===== src/sv/bmfo_pkg.sv =====
package bmfo_pkg;

  localparam int NUM_BANKS  = 5;
  localparam int FIFO_DEPTH = 10;
  localparam int TAG_BITS   = 64;
  localparam int CAPACITY   = (NUM_BANKS + 1) * FIFO_DEPTH;

  // Fixed field widths of the request and result items
  localparam int TAG_FIELD_W = 64;
  localparam int OCC_FIELD_W = 6;

  localparam int BANK_W  = (NUM_BANKS > 1) ? $clog2(NUM_BANKS) : 1;
  localparam int PTR_W   = $clog2(FIFO_DEPTH);
  localparam int CNT_W   = $clog2(FIFO_DEPTH + 1);
  localparam int SUM_W   = CNT_W + 1;
  localparam int OCC_W   = $clog2(CAPACITY + 1);
  localparam int BADDR_W = $clog2(NUM_BANKS * FIFO_DEPTH);

  localparam logic REQ_INSERT = 1'b0;
  localparam logic REQ_REMOVE = 1'b1;

  typedef struct packed {
    logic                   req_type;
    logic [TAG_FIELD_W-1:0] tag_in;
  } req_t;

  typedef struct packed {
    logic                   accepted;
    logic [TAG_FIELD_W-1:0] tag_out;
    logic [OCC_FIELD_W-1:0] occupancy;
    logic                   now_empty;
    logic                   now_full;
  } rsp_t;

  // Controller commands to the datapath
  typedef struct packed {
    logic ins;   // execute an insert from the request on the port
    logic rd;    // start a remove: pick the bank, launch the store reads
    logic fin;   // finish a remove: pop, refill, post the result
  } cmd_t;

  // Fold a pointer sum (below twice the depth) back into the ring
  function automatic logic [PTR_W-1:0] wrap_ptr(input logic [SUM_W-1:0] s);
    logic [SUM_W-1:0] d;
    d = s - SUM_W'(FIFO_DEPTH);
    if (s >= SUM_W'(FIFO_DEPTH)) begin
      return d[PTR_W-1:0];
    end
    return s[PTR_W-1:0];
  endfunction

  function automatic logic [BADDR_W-1:0] bank_addr(input logic [BANK_W-1:0] bank,
                                                   input logic [PTR_W-1:0] ptr);
    logic [BADDR_W-1:0] base;
    base = BADDR_W'(BADDR_W'(bank) * BADDR_W'(FIFO_DEPTH));
    return BADDR_W'(base + BADDR_W'(ptr));
  endfunction

endpackage


===== src/sv/bmfo_ctrl.sv =====
module bmfo_ctrl (
  input  logic          clk,
  input  logic          rst_n,
  input  logic          in_valid,
  output logic          in_ready,
  input  logic          req_type,
  output logic          out_valid,
  input  logic          out_ready,
  output bmfo_pkg::cmd_t cmd
);
  import bmfo_pkg::*;

  typedef enum logic {
    ST_IDLE,
    ST_POP
  } state_t;

  state_t state_r, state_nxt;
  logic   out_valid_r, out_valid_nxt;
  logic   in_fire;

  assign in_ready = (state_r == ST_IDLE) && (!out_valid_r || out_ready);
  assign in_fire  = in_valid && in_ready;

  always_comb begin
    cmd.ins = in_fire && (req_type == REQ_INSERT);
    cmd.rd  = in_fire && (req_type == REQ_REMOVE);
    cmd.fin = (state_r == ST_POP);

    state_nxt = state_r;
    case (state_r)
      ST_IDLE: begin
        if (cmd.rd) begin
          state_nxt = ST_POP;
        end
      end
      ST_POP: begin
        state_nxt = ST_IDLE;
      end
      default: begin
        state_nxt = ST_IDLE;
      end
    endcase

    out_valid_nxt = out_valid_r;
    if (out_valid_r && out_ready) begin
      out_valid_nxt = 1'b0;
    end
    if (cmd.ins || cmd.fin) begin
      out_valid_nxt = 1'b1;
    end
  end

  always_ff @(posedge clk) begin
    if (!rst_n) begin
      state_r     <= ST_IDLE;
      out_valid_r <= 1'b0;
    end else begin
      state_r     <= state_nxt;
      out_valid_r <= out_valid_nxt;
    end
  end

  assign out_valid = out_valid_r;

endmodule


===== config.mk =====
export PLATFORM = sky130hd
export DESIGN_NAME = bmfo_ctrl
export DESIGN_NICKNAME = d
export VERILOG_FILES = /design/src/sv/bmfo_pkg.sv /design/src/sv/bmfo_ctrl.sv
export SDC_FILE = /design/constraint.sdc
export NUM_CORES = 1
export LEC_CHECK = 0
export ABC_AREA = 1
export BUFFER_PORTS_ARGS = -buffer_cell sky130_fd_sc_hd__buf_2
export CORE_AREA = 2 2 39 41
export CTS_BUF_LIST = sky130_fd_sc_hd__clkbuf_4 sky130_fd_sc_hd__clkbuf_8 sky130_fd_sc_hd__clkbuf_16
export CTS_CLUSTER_SIZE = 20
export DETAILED_ROUTE_END_ITERATION = 7
export DIE_AREA = 0 0 41 43
export HOLD_SLACK_MARGIN = 0.02
export PLACE_DENSITY = 0.3
export SLEW_MARGIN = 10
export SYNTH_ARGS = -nofsm -noshare
export SYNTH_HDL_FRONTEND = slang
export SYNTH_SLANG_ARGS = --single-unit

===== constraint.sdc =====
create_clock -name clk -period 1.53 [get_ports clk]
set_input_delay 0.3825 -clock clk [delete_from_list [all_inputs] [get_ports clk]]
set_output_delay 0.3825 -clock clk [all_outputs]
set_load 0.01 [all_outputs]

==> results.ini, run 1 <==
[timing]
period_minus_slack_ns=1.342
max_freq_mhz=745.0
min_period_over_period=0.8773
rsz0062_at_grt=false
hold_viol_final=0
clock_skew_ns=0.004506
slew_viol_final=0
max_slew.worst_pin.slew_ns=0.1140
slew_headroom=0.9238
finalWorstSetupSlack_ns=0.1878
setup_viol=0
fin_tns_setup_ns=0

[worst_setup_path]
criticalPathCategory=flop to output port
arrival_ns=0.96
r2r-end=out_valid
worst_setup_path_start_kind=flop
r2r_slack_ns=0.81
rr_startpoint=state_r
end_kind=output port
cp-startpoint=state_r
crit_path_max_fanout=2
worstRegToRegCells=4
required_ns=1.15

[clock_tree]
cts_inserted_buffers=3
hold_buffers=0
clock_latency_ns=0.22
h-tree-depth=1
cts.clk_slew.worst_paths_ns=0.03
post_cts_buffers=0
cts_resized=0
clk_path_buf_depth=2
clock-sinks=2
cts_tree=built
cts-root-buf=clkbuf_4

[finish]
drive_above_1_share=0.6071
n_fill_cell=158
antennaDiodeCount=0
syn2layout_area_growth_pct=70.33
regArea_um2=40.04
final_nets=35
multi_input_area_um2=43.79

[grt]
grt_pass1_vias=97
grtUsageTotal=0.05005
grt_max_degree=4
antenna_found_initial=0
grt_pass1_wl_um=441
grt_overflow=0

[placement]
place_ws_ns=0.2443
place_congestion=0.5984
hpwl_um=246.5
portBuffers=9

[yosys]
postSynthCellCount=17
yosys_warnings=0
netlist_area_um2=113.9
synth.distinct_cells=9
synth_fp_nets=22
postSynthAreaPerCell_um2=6.698
synth_seq_area_share=0.3516
synth_seq_cells=2

[power]
total_power_mw=0.2076
vdd_ir_drop_max_v=0.0004857
leakage_nw=0.1165
power.density_nw_per_um2=1070

[status]
outcome=completed

[worst_hold_path]
hold_class=input port to flop
min_path_cells=3
whs_endpoint=out_valid
min_from=rst_n

[route]
drt_pass1_iterations=2
vias=125
wl_per_cell_um=6.818
wl_um=300
vias_per_cell=2.841
drc_errors=0
first_iter_violations=6
antenna_left=0

[die]
ios=10
dieArea_um2=1763
core-area_um2=1384
start_util=0.08228
fp.dieH_um=43
row_count=14
dieWidth_um=41

[job]
maxCapViolCount=0

## metal layers
| metal | vias up | global-route usage | share of wire |
|---|---|---|---|
| li1 | 69 | - | - |
| met1 | 44 | 0.06369 | 0.67 |
| met2 | 12 | 0.01875 | 0.14 |
| met3 | 0 | 0.09424 | 0.18 |
| met4 | 0 | 0.04000 | 0 |
| met5 | - | 0 | 0 |
## state kept, by name, summed over array words and instances (netlist names)
name,count
out_valid,1
state_r,1
## power by group
group | internal [mW] | switching [mW] | total [mW]
Sequential | 0.0557 | 0.00180 | 0.0575
Combinational | 0.0149 | 0.0196 | 0.0345
Clock | 0.0864 | 0.0292 | 0.116
Total | 0.157 | 0.0505 | 0.208
## cells by family (layout without fill, tap and decap cells)
| group | after synthesis | after routing | share of synthesized area |
|---|---|---|---|
| flip-flops | 2 | 2 | 0.3517 |
| AND/OR/NAND/NOR | 7 | 7 | 0.3408 |
| buffers and inverters | 7 | 18 | 0.2637 |
| AO/OA/AOI/OAI | 1 | 1 | 0.04391 |
## critical path, stage by stage, from the launching register on
cell and delay, ns:
dfxtp_1 0.31, inv_1 0.08, nand2_2 0.07, inv_2 0.06
nand2_2 0.04, nor2_2 0.06, buf_2 0.12
## cell usage after synthesis, drive strengths merged
cell | n | share of area
nor2 | 3 | 0.12
dfxtp | 2 | 0.35
buf | 1 | 0.066
nand2 | 3 | 0.16
a21oi | 1 | 0.044
inv | 6 | 0.20
nand4 | 1 | 0.055
## worst max path at each step
stage | to | slack, ns | cells past startpoint
after detailed placement | cmd[2] | 0.24 | 8
after global placement | cmd[2] | 0.25 | 8
after global routing | cmd[2] | 0.12 | 6
after floorplan | cmd[2] | 0.39 | 6
final | cmd[2] | 0.19 | 6
after CTS | cmd[2] | 0.18 | 6
## cell type report
cell class | instances | share of cell area
clock buffers | 3 | 0.1161
inverters | 6 | 0.1161
multi-input cells | 8 | 0.2258
well taps | 16 | 0.1032
repair buffers | 9 | 0.2323
flip-flops and latches | 2 | 0.2065
## layout by cell type (no fill, tap or decap)
| cell type | n |
|---|---|
| buf_2 | 9 |
| inv_1 | 5 |
| nand2_2 | 3 |
| clkbuf_4 | 3 |
| nor2_1 | 2 |
| dfxtp_1 | 2 |
| inv_2 | 1 |
| nor2_2 | 1 |
| nand4_1 | 1 |
| a21oi_1 | 1 |
## metrics by stage
| stage | cells | hold WS, ns | cell area, µm² | utilization |
|---|---|---|---|---|
| detailed placement | 41 | 0.5788 | 171.4 | 0.1239 |
| global route | 44 | 0.3878 | 193.9 | 0.1401 |
| floorplan | 17 | 0.5174 | 113.9 | - |
| global placement | 41 | 0.5925 | 171.4 | 0.1239 |
| finish | 44 | 0.3923 | 193.9 | 0.1401 |
| CTS | 44 | 0.3911 | 193.9 | 0.1401 |
No activity file was read; power rests on OpenSTA's default activity.
==> run 2: changes to the inputs <==
--- a/config.mk
+++ b/config.mk
@@ -7,11 +7,11 @@
 export LEC_CHECK = 0
 export ABC_AREA = 1
 export BUFFER_PORTS_ARGS = -buffer_cell sky130_fd_sc_hd__buf_2
-export CORE_AREA = 2 2 39 41
+export CORE_AREA = 3 3 40 42
 export CTS_BUF_LIST = sky130_fd_sc_hd__clkbuf_4 sky130_fd_sc_hd__clkbuf_8 sky130_fd_sc_hd__clkbuf_16
 export CTS_CLUSTER_SIZE = 20
 export DETAILED_ROUTE_END_ITERATION = 7
-export DIE_AREA = 0 0 41 43
+export DIE_AREA = 0 0 43 45
 export HOLD_SLACK_MARGIN = 0.02
 export PLACE_DENSITY = 0.3
 export SLEW_MARGIN = 10
==> constraint.sdc (replaced) <==
create_clock -name clk -period 1.1 [get_ports clk]
set_input_delay 0.275 -clock clk [delete_from_list [all_inputs] [get_ports clk]]
set_output_delay 0.275 -clock clk [all_outputs]
set_load 0.01 [all_outputs]
==> results.ini, run 2 (synthesis gave the netlist of run 1 again) <==
[placement]
place_congestion=0.7382  ; +23%
portBuffers=9  ; unchanged
hpwl_um=253  ; +2.6%
placed_cell_area_um2=170.2  ; -0.73%
place_ws_ns=0.03219  ; -0.2121 ns

[route]
wl_um=312  ; +4.0%
vias_per_cell=3.093  ; +8.9%
wl_per_cell_um=7.256  ; +6.4%
drc_errors=0  ; unchanged
drt_pass1_iterations=2  ; unchanged
vias=133  ; +6.4%
first_iter_violations=4  ; -2
antenna_left=0  ; unchanged

[worst_setup_path]
crit_path_max_fanout=2  ; unchanged
r2r_slack_ns=0.38  ; -0.43 ns
end_kind=output port
required_ns=0.82  ; -0.33 ns
arrival_ns=0.93  ; -0.03 ns
criticalPathCategory=flop to output port
worst_setup_path_start_kind=flop

[timing]
setup_viol=3  ; +3
slew_viol_final=0  ; unchanged
period_minus_slack_ns=1.208
slew_headroom=0.9128  ; -0.01100
max_freq_mhz=827.7
max_slew.worst_pin.slew_ns=0.1308  ; +0.01684 ns
rsz0062_at_grt=true
finalWorstSetupSlack_ns=-0.1081  ; -0.2959 ns
clock_skew_ns=0.0003128  ; -0.004193 ns
min_period_over_period=1.098
hold_viol_final=0  ; unchanged

[die]
row_count=13  ; -1
dieWidth_um=43  ; +4.9%
ios=10  ; unchanged
start_util=0.08861  ; +0.006329
dieArea_um2=1935  ; +9.8%
core-area_um2=1285  ; -7.1%
fp.dieH_um=45  ; +4.7%

[grt]
grt_pass1_wl_um=420  ; -4.8%
grt_pass1_vias=109  ; +12%
grt_overflow=0  ; unchanged
grt_max_degree=4  ; unchanged
grtUsageTotal=0.03658  ; -0.01347
antenna_found_initial=0  ; unchanged

[clock_tree]
clk_path_buf_depth=2  ; unchanged
cts_inserted_buffers=3  ; unchanged
cts_tree=built
hold_buffers=0  ; unchanged
clock_latency_ns=0.22  ; about the same
h-tree-depth=1  ; unchanged
cts-root-buf=clkbuf_4
cts.clk_slew.worst_paths_ns=0.03  ; about the same
clock-sinks=2  ; unchanged
post_cts_buffers=0  ; unchanged

[finish]
n_fill_cell=150  ; -5.1%
antennaDiodeCount=0  ; unchanged
layout_commonest_cell=buf_2
final_nets=35  ; unchanged
syn2layout_area_growth_pct=71.43
stdcell_area_um2=195.2  ; +0.65%
mostFrequentLayoutCells=buf_2, inv_1, nand2_2, clkbuf_4
drive_above_1_share=0.7143  ; +0.1071

[power]
power.density_nw_per_um2=1477  ; +38%
leakage_nw=0.1174  ; +0.73%
vdd_ir_drop_max_v=0.0001815  ; -63%

[status]
violations=negative setup slack
outcome=complete, but fails checks

[worst_hold_path]
hold_class=input port to flop

[job]
maxCapViolCount=0  ; unchanged

==> run 2: worst max-delay path: stages (launching register included) <==
cell     delay (ns)
dfxtp_2        0.31
nand2_2        0.06
nand2_2        0.05
inv_2          0.05
nand2_2        0.04
nor2_2         0.06
buf_2          0.13
==> run 2: worst paths after layout <==
check,start,end,depth (start not counted)
setup / recovery,out_valid,cmd[2],6
hold reg to reg,state_r,state_r,3
hold / removal,rst_n,out_valid,3
setup reg to reg,out_valid,out_valid,4
==> run 2: layer usage <==
metal / track usage / wire length [µm] / vias up
met5: 0 / 0 / -
met4: 0.07229 / 0 / 0
met3: 0.02789 / 59 / 0
met2: 0.03293 / 103 / 10
met1: 0.03357 / 149 / 52
li1: - / - / 71
==> run 2: through the flow <==
step / util / hold slack [ns] / total power, mW / setup TNS (ns) / instances
2_1_floorplan: - / 0.4099 / 0.1082 / 0 / 17
3_3_place_gp: 0.1324 / 0.5082 / 0.1280 / 0 / 40
3_5_place_dp: 0.1324 / 0.5144 / 0.1290 / 0 / 40
4_1_cts: 0.1519 / 0.2778 / 0.3023 / -0.2393 / 43
5_1_grt: 0.1519 / 0.2906 / 0.3077 / -0.3720 / 43
6_report: 0.1519 / 0.2853 / 0.2882 / -0.2019 / 43
==> run 2: power breakdown <==
group          internal, mW  switching, mW  leakage (nW)
Combinational        0.0208         0.0269        0.0863
Sequential           0.0783        0.00282        0.0172
Clock                 0.120         0.0393        0.0138
Total                 0.219         0.0691         0.117
==> run 2: layout make-up <==
type                       instances  area [µm²]  share of cell area
timing repair buffer               9       45.04              0.2308
multi-input combinational          8       43.79              0.2244
sequential                         2       42.54              0.2179
clock buffer                       3       22.52              0.1154
inverter                           6       22.52              0.1154
tap                               15       18.77             0.09615
==> run 2: repair_timing <==
action | CTS | global route
pin swaps | 1 | 1
gates resized for setup | 3 | 0
setup endpoints to repair | 3 | 3
==> run 3: changes to the inputs <==
--- a/config.mk
+++ b/config.mk
@@ -14,6 +14,7 @@
 export DIE_AREA = 0 0 43 45
 export HOLD_SLACK_MARGIN = 0.02
 export PLACE_DENSITY = 0.3
+export SETUP_SLACK_MARGIN = 0.15
 export SLEW_MARGIN = 10
 export SYNTH_ARGS = -nofsm -noshare
 export SYNTH_HDL_FRONTEND = slang
==> results.ini, run 3 (synthesis gave the netlist of run 1 again) <==
[status]
outcome=complete, but fails checks
violations=negative setup slack

[timing]
slew_viol_final=0  ; unchanged
slew_headroom=0.8976  ; -0.01522
period_minus_slack_ns=1.210  ; +0.001942 ns
max_slew.worst_pin.slew_ns=0.1536  ; +0.02283 ns
hold_viol_final=0  ; unchanged
max_freq_mhz=826.4  ; -0.16%
rsz0062_at_grt=true
setup_viol=3  ; unchanged
fin_tns_setup_ns=-0.1832  ; +0.01863 ns
clock_skew_ns=0.0009064  ; +0.0005936 ns
finalWorstSetupSlack_ns=-0.1100  ; -0.001942 ns
min_period_over_period=1.100  ; +0.001765

[worst_hold_path]
min_path_cells=3  ; unchanged
hold_class=input port to flop
min_from=rst_n
whs_endpoint=state_r

[finish]
layout_commonest_cell=buf_2
mostFrequentLayoutCells=buf_2, inv_1, nand2_2, clkbuf_4
final_nets=37  ; +5.7%
stdcell_area_um2=227.7  ; +17%
syn2layout_area_growth_pct=100.0
drive_above_1_share=0.7333  ; +0.01905
antennaDiodeCount=0  ; unchanged
layout.cells.non_filler=45  ; +4.7%
n_fill_cell=150  ; unchanged

[route]
vias_per_cell=3.000  ; -3.0%
wl_per_cell_um=7.089  ; -2.3%
vias=135  ; +1.5%
wl_um=319  ; +2.2%
drc_errors=0  ; unchanged
first_iter_violations=1  ; -3
drt_pass1_iterations=2  ; unchanged
antenna_left=0  ; unchanged

[die]
row_count=13  ; unchanged
start_util=0.08861  ; unchanged
ios=10  ; unchanged
dieArea_um2=1935  ; unchanged
dieWidth_um=43  ; unchanged
core-area_um2=1285  ; unchanged
fp.dieH_um=45  ; unchanged

[grt]
grt_use_met3=0.03586  ; +0.007968
grt_overflow=0  ; unchanged
grtUsageTotal=0.04485  ; +0.008275
grt_max_degree=4  ; unchanged
grt_pass1_vias=132  ; +21%
grt-busiest-layer=met4
antenna_found_initial=0  ; unchanged
grt_pass1_wl_um=524  ; +25%
grt.met2_usage=0.03892  ; +0.005988
grtUsageMet1=0.04785  ; +0.01427

[clock_tree]
cts-root-buf=clkbuf_4
clock_latency_ns=0.22  ; about the same
clock-sinks=2  ; unchanged
cts_inserted_buffers=3  ; unchanged
clk_path_buf_depth=2  ; unchanged
cts.clk_slew.worst_paths_ns=0.03  ; about the same
cts_tree=built
hold_buffers=0  ; unchanged
h-tree-depth=1  ; unchanged

[worst_setup_path]
r2r-end=out_valid
crit_path_max_fanout=2  ; unchanged
rr_startpoint=out_valid
worstRegToRegCells=5  ; +1
arrival_ns=0.94  ; about the same
r2r_slack_ns=0.24  ; -0.14 ns
criticalPathCategory=flop to output port
worst_setup_path_start_kind=flop
required_ns=0.82  ; about the same
end_kind=output port

[placement]
portBuffers=9  ; unchanged
dp.cells=40  ; unchanged
placed_cell_area_um2=176.4  ; +3.7%
hpwl_um=240.2  ; -5.1%
place_congestion=0.7407  ; +0.34%

[power]
leakage_nw=0.1308  ; +11%
vdd_ir_drop_max_v=0.0002278  ; +26%
power.density_nw_per_um2=1356  ; -8.2%
total_power_mw=0.3088  ; +7.1%

[job]
maxCapViolCount=0  ; unchanged

[run 3: cell count changes in the layout (fill, tap and decap cells not counted)]
cell | before | now
buf_2 | 9 | 7
buf_4 | 0 | 2
buf_6 | 0 | 2
nor2_2 | 1 | 0
nor2_4 | 0 | 1
[run 3: layout make-up]
class                   count  area [µm²]  share of cell area
well taps                  15       18.77             0.08242
inverters                   6       22.52             0.09890
multi-input cells           8       48.80              0.2143
repair buffers             11       72.57              0.3187
flip-flops and latches      2       42.54              0.1868
clock buffers               3       22.52             0.09890
[run 3: power by group]
part,switching [mW],total (mW),internal [mW],leakage (nW)
combinational,0.0311,0.0642,0.0331,0.0998
sequential,0.00268,0.0809,0.0782,0.0172
clock,0.0432,0.164,0.120,0.0138
[run 3: how the worst max path moves through the flow]
stage | start | to | slack (ns) | depth (start not counted)
2_1_floorplan | out_valid | cmd[2] | 0.15 | 5
3_3_place_gp | out_ready | cmd[2] | 0.03 | 8
3_5_place_dp | out_ready | cmd[2] | 0.02 | 8
4_1_cts | out_valid | cmd[2] | -0.12 | 6
5_1_grt | out_valid | cmd[2] | -0.17 | 6
6_report | out_valid | cmd[2] | -0.11 | 6
[run 3: metrics by stage]
stage / hold WS, ns / setup WS, ns / utilization
after floorplan: 0.4025 / 0.1547 / -
after global placement: 0.5110 / 0.02776 / 0.1373
after detailed placement: 0.5113 / 0.02001 / 0.1373
after CTS: 0.2793 / -0.1199 / 0.1665
after global routing: 0.3099 / -0.1668 / 0.1772
final: 0.2821 / -0.1100 / 0.1772
[run 3: worst max-delay path, stage by stage, from the launching register on]
cell and delay (ns):
dfxtp_2 0.31, nand2_2 0.06, nand2_2 0.06, inv_2 0.05
nand2_2 0.05, nor2_4 0.08, buf_6 0.10
[run 3: layer usage]
| layer | part of all wire | up-vias |
|---|---|---|
| li1 | - | 73 |
| met1 | 0.43 | 50 |
| met2 | 0.37 | 10 |
| met3 | 0.15 | 2 |
| met4 | 0.044 | 0 |
| met5 | 0 | - |
[run 3: timing repair]
| action | CTS | global route |
|---|---|---|
| gates cloned | 0 | 0 |
| resized for setup | 3 | 1 |
| buffers inserted | 1 | 1 |
| setup endpoints to repair | 5 | 5 |
| pin swaps | 1 | 0 |
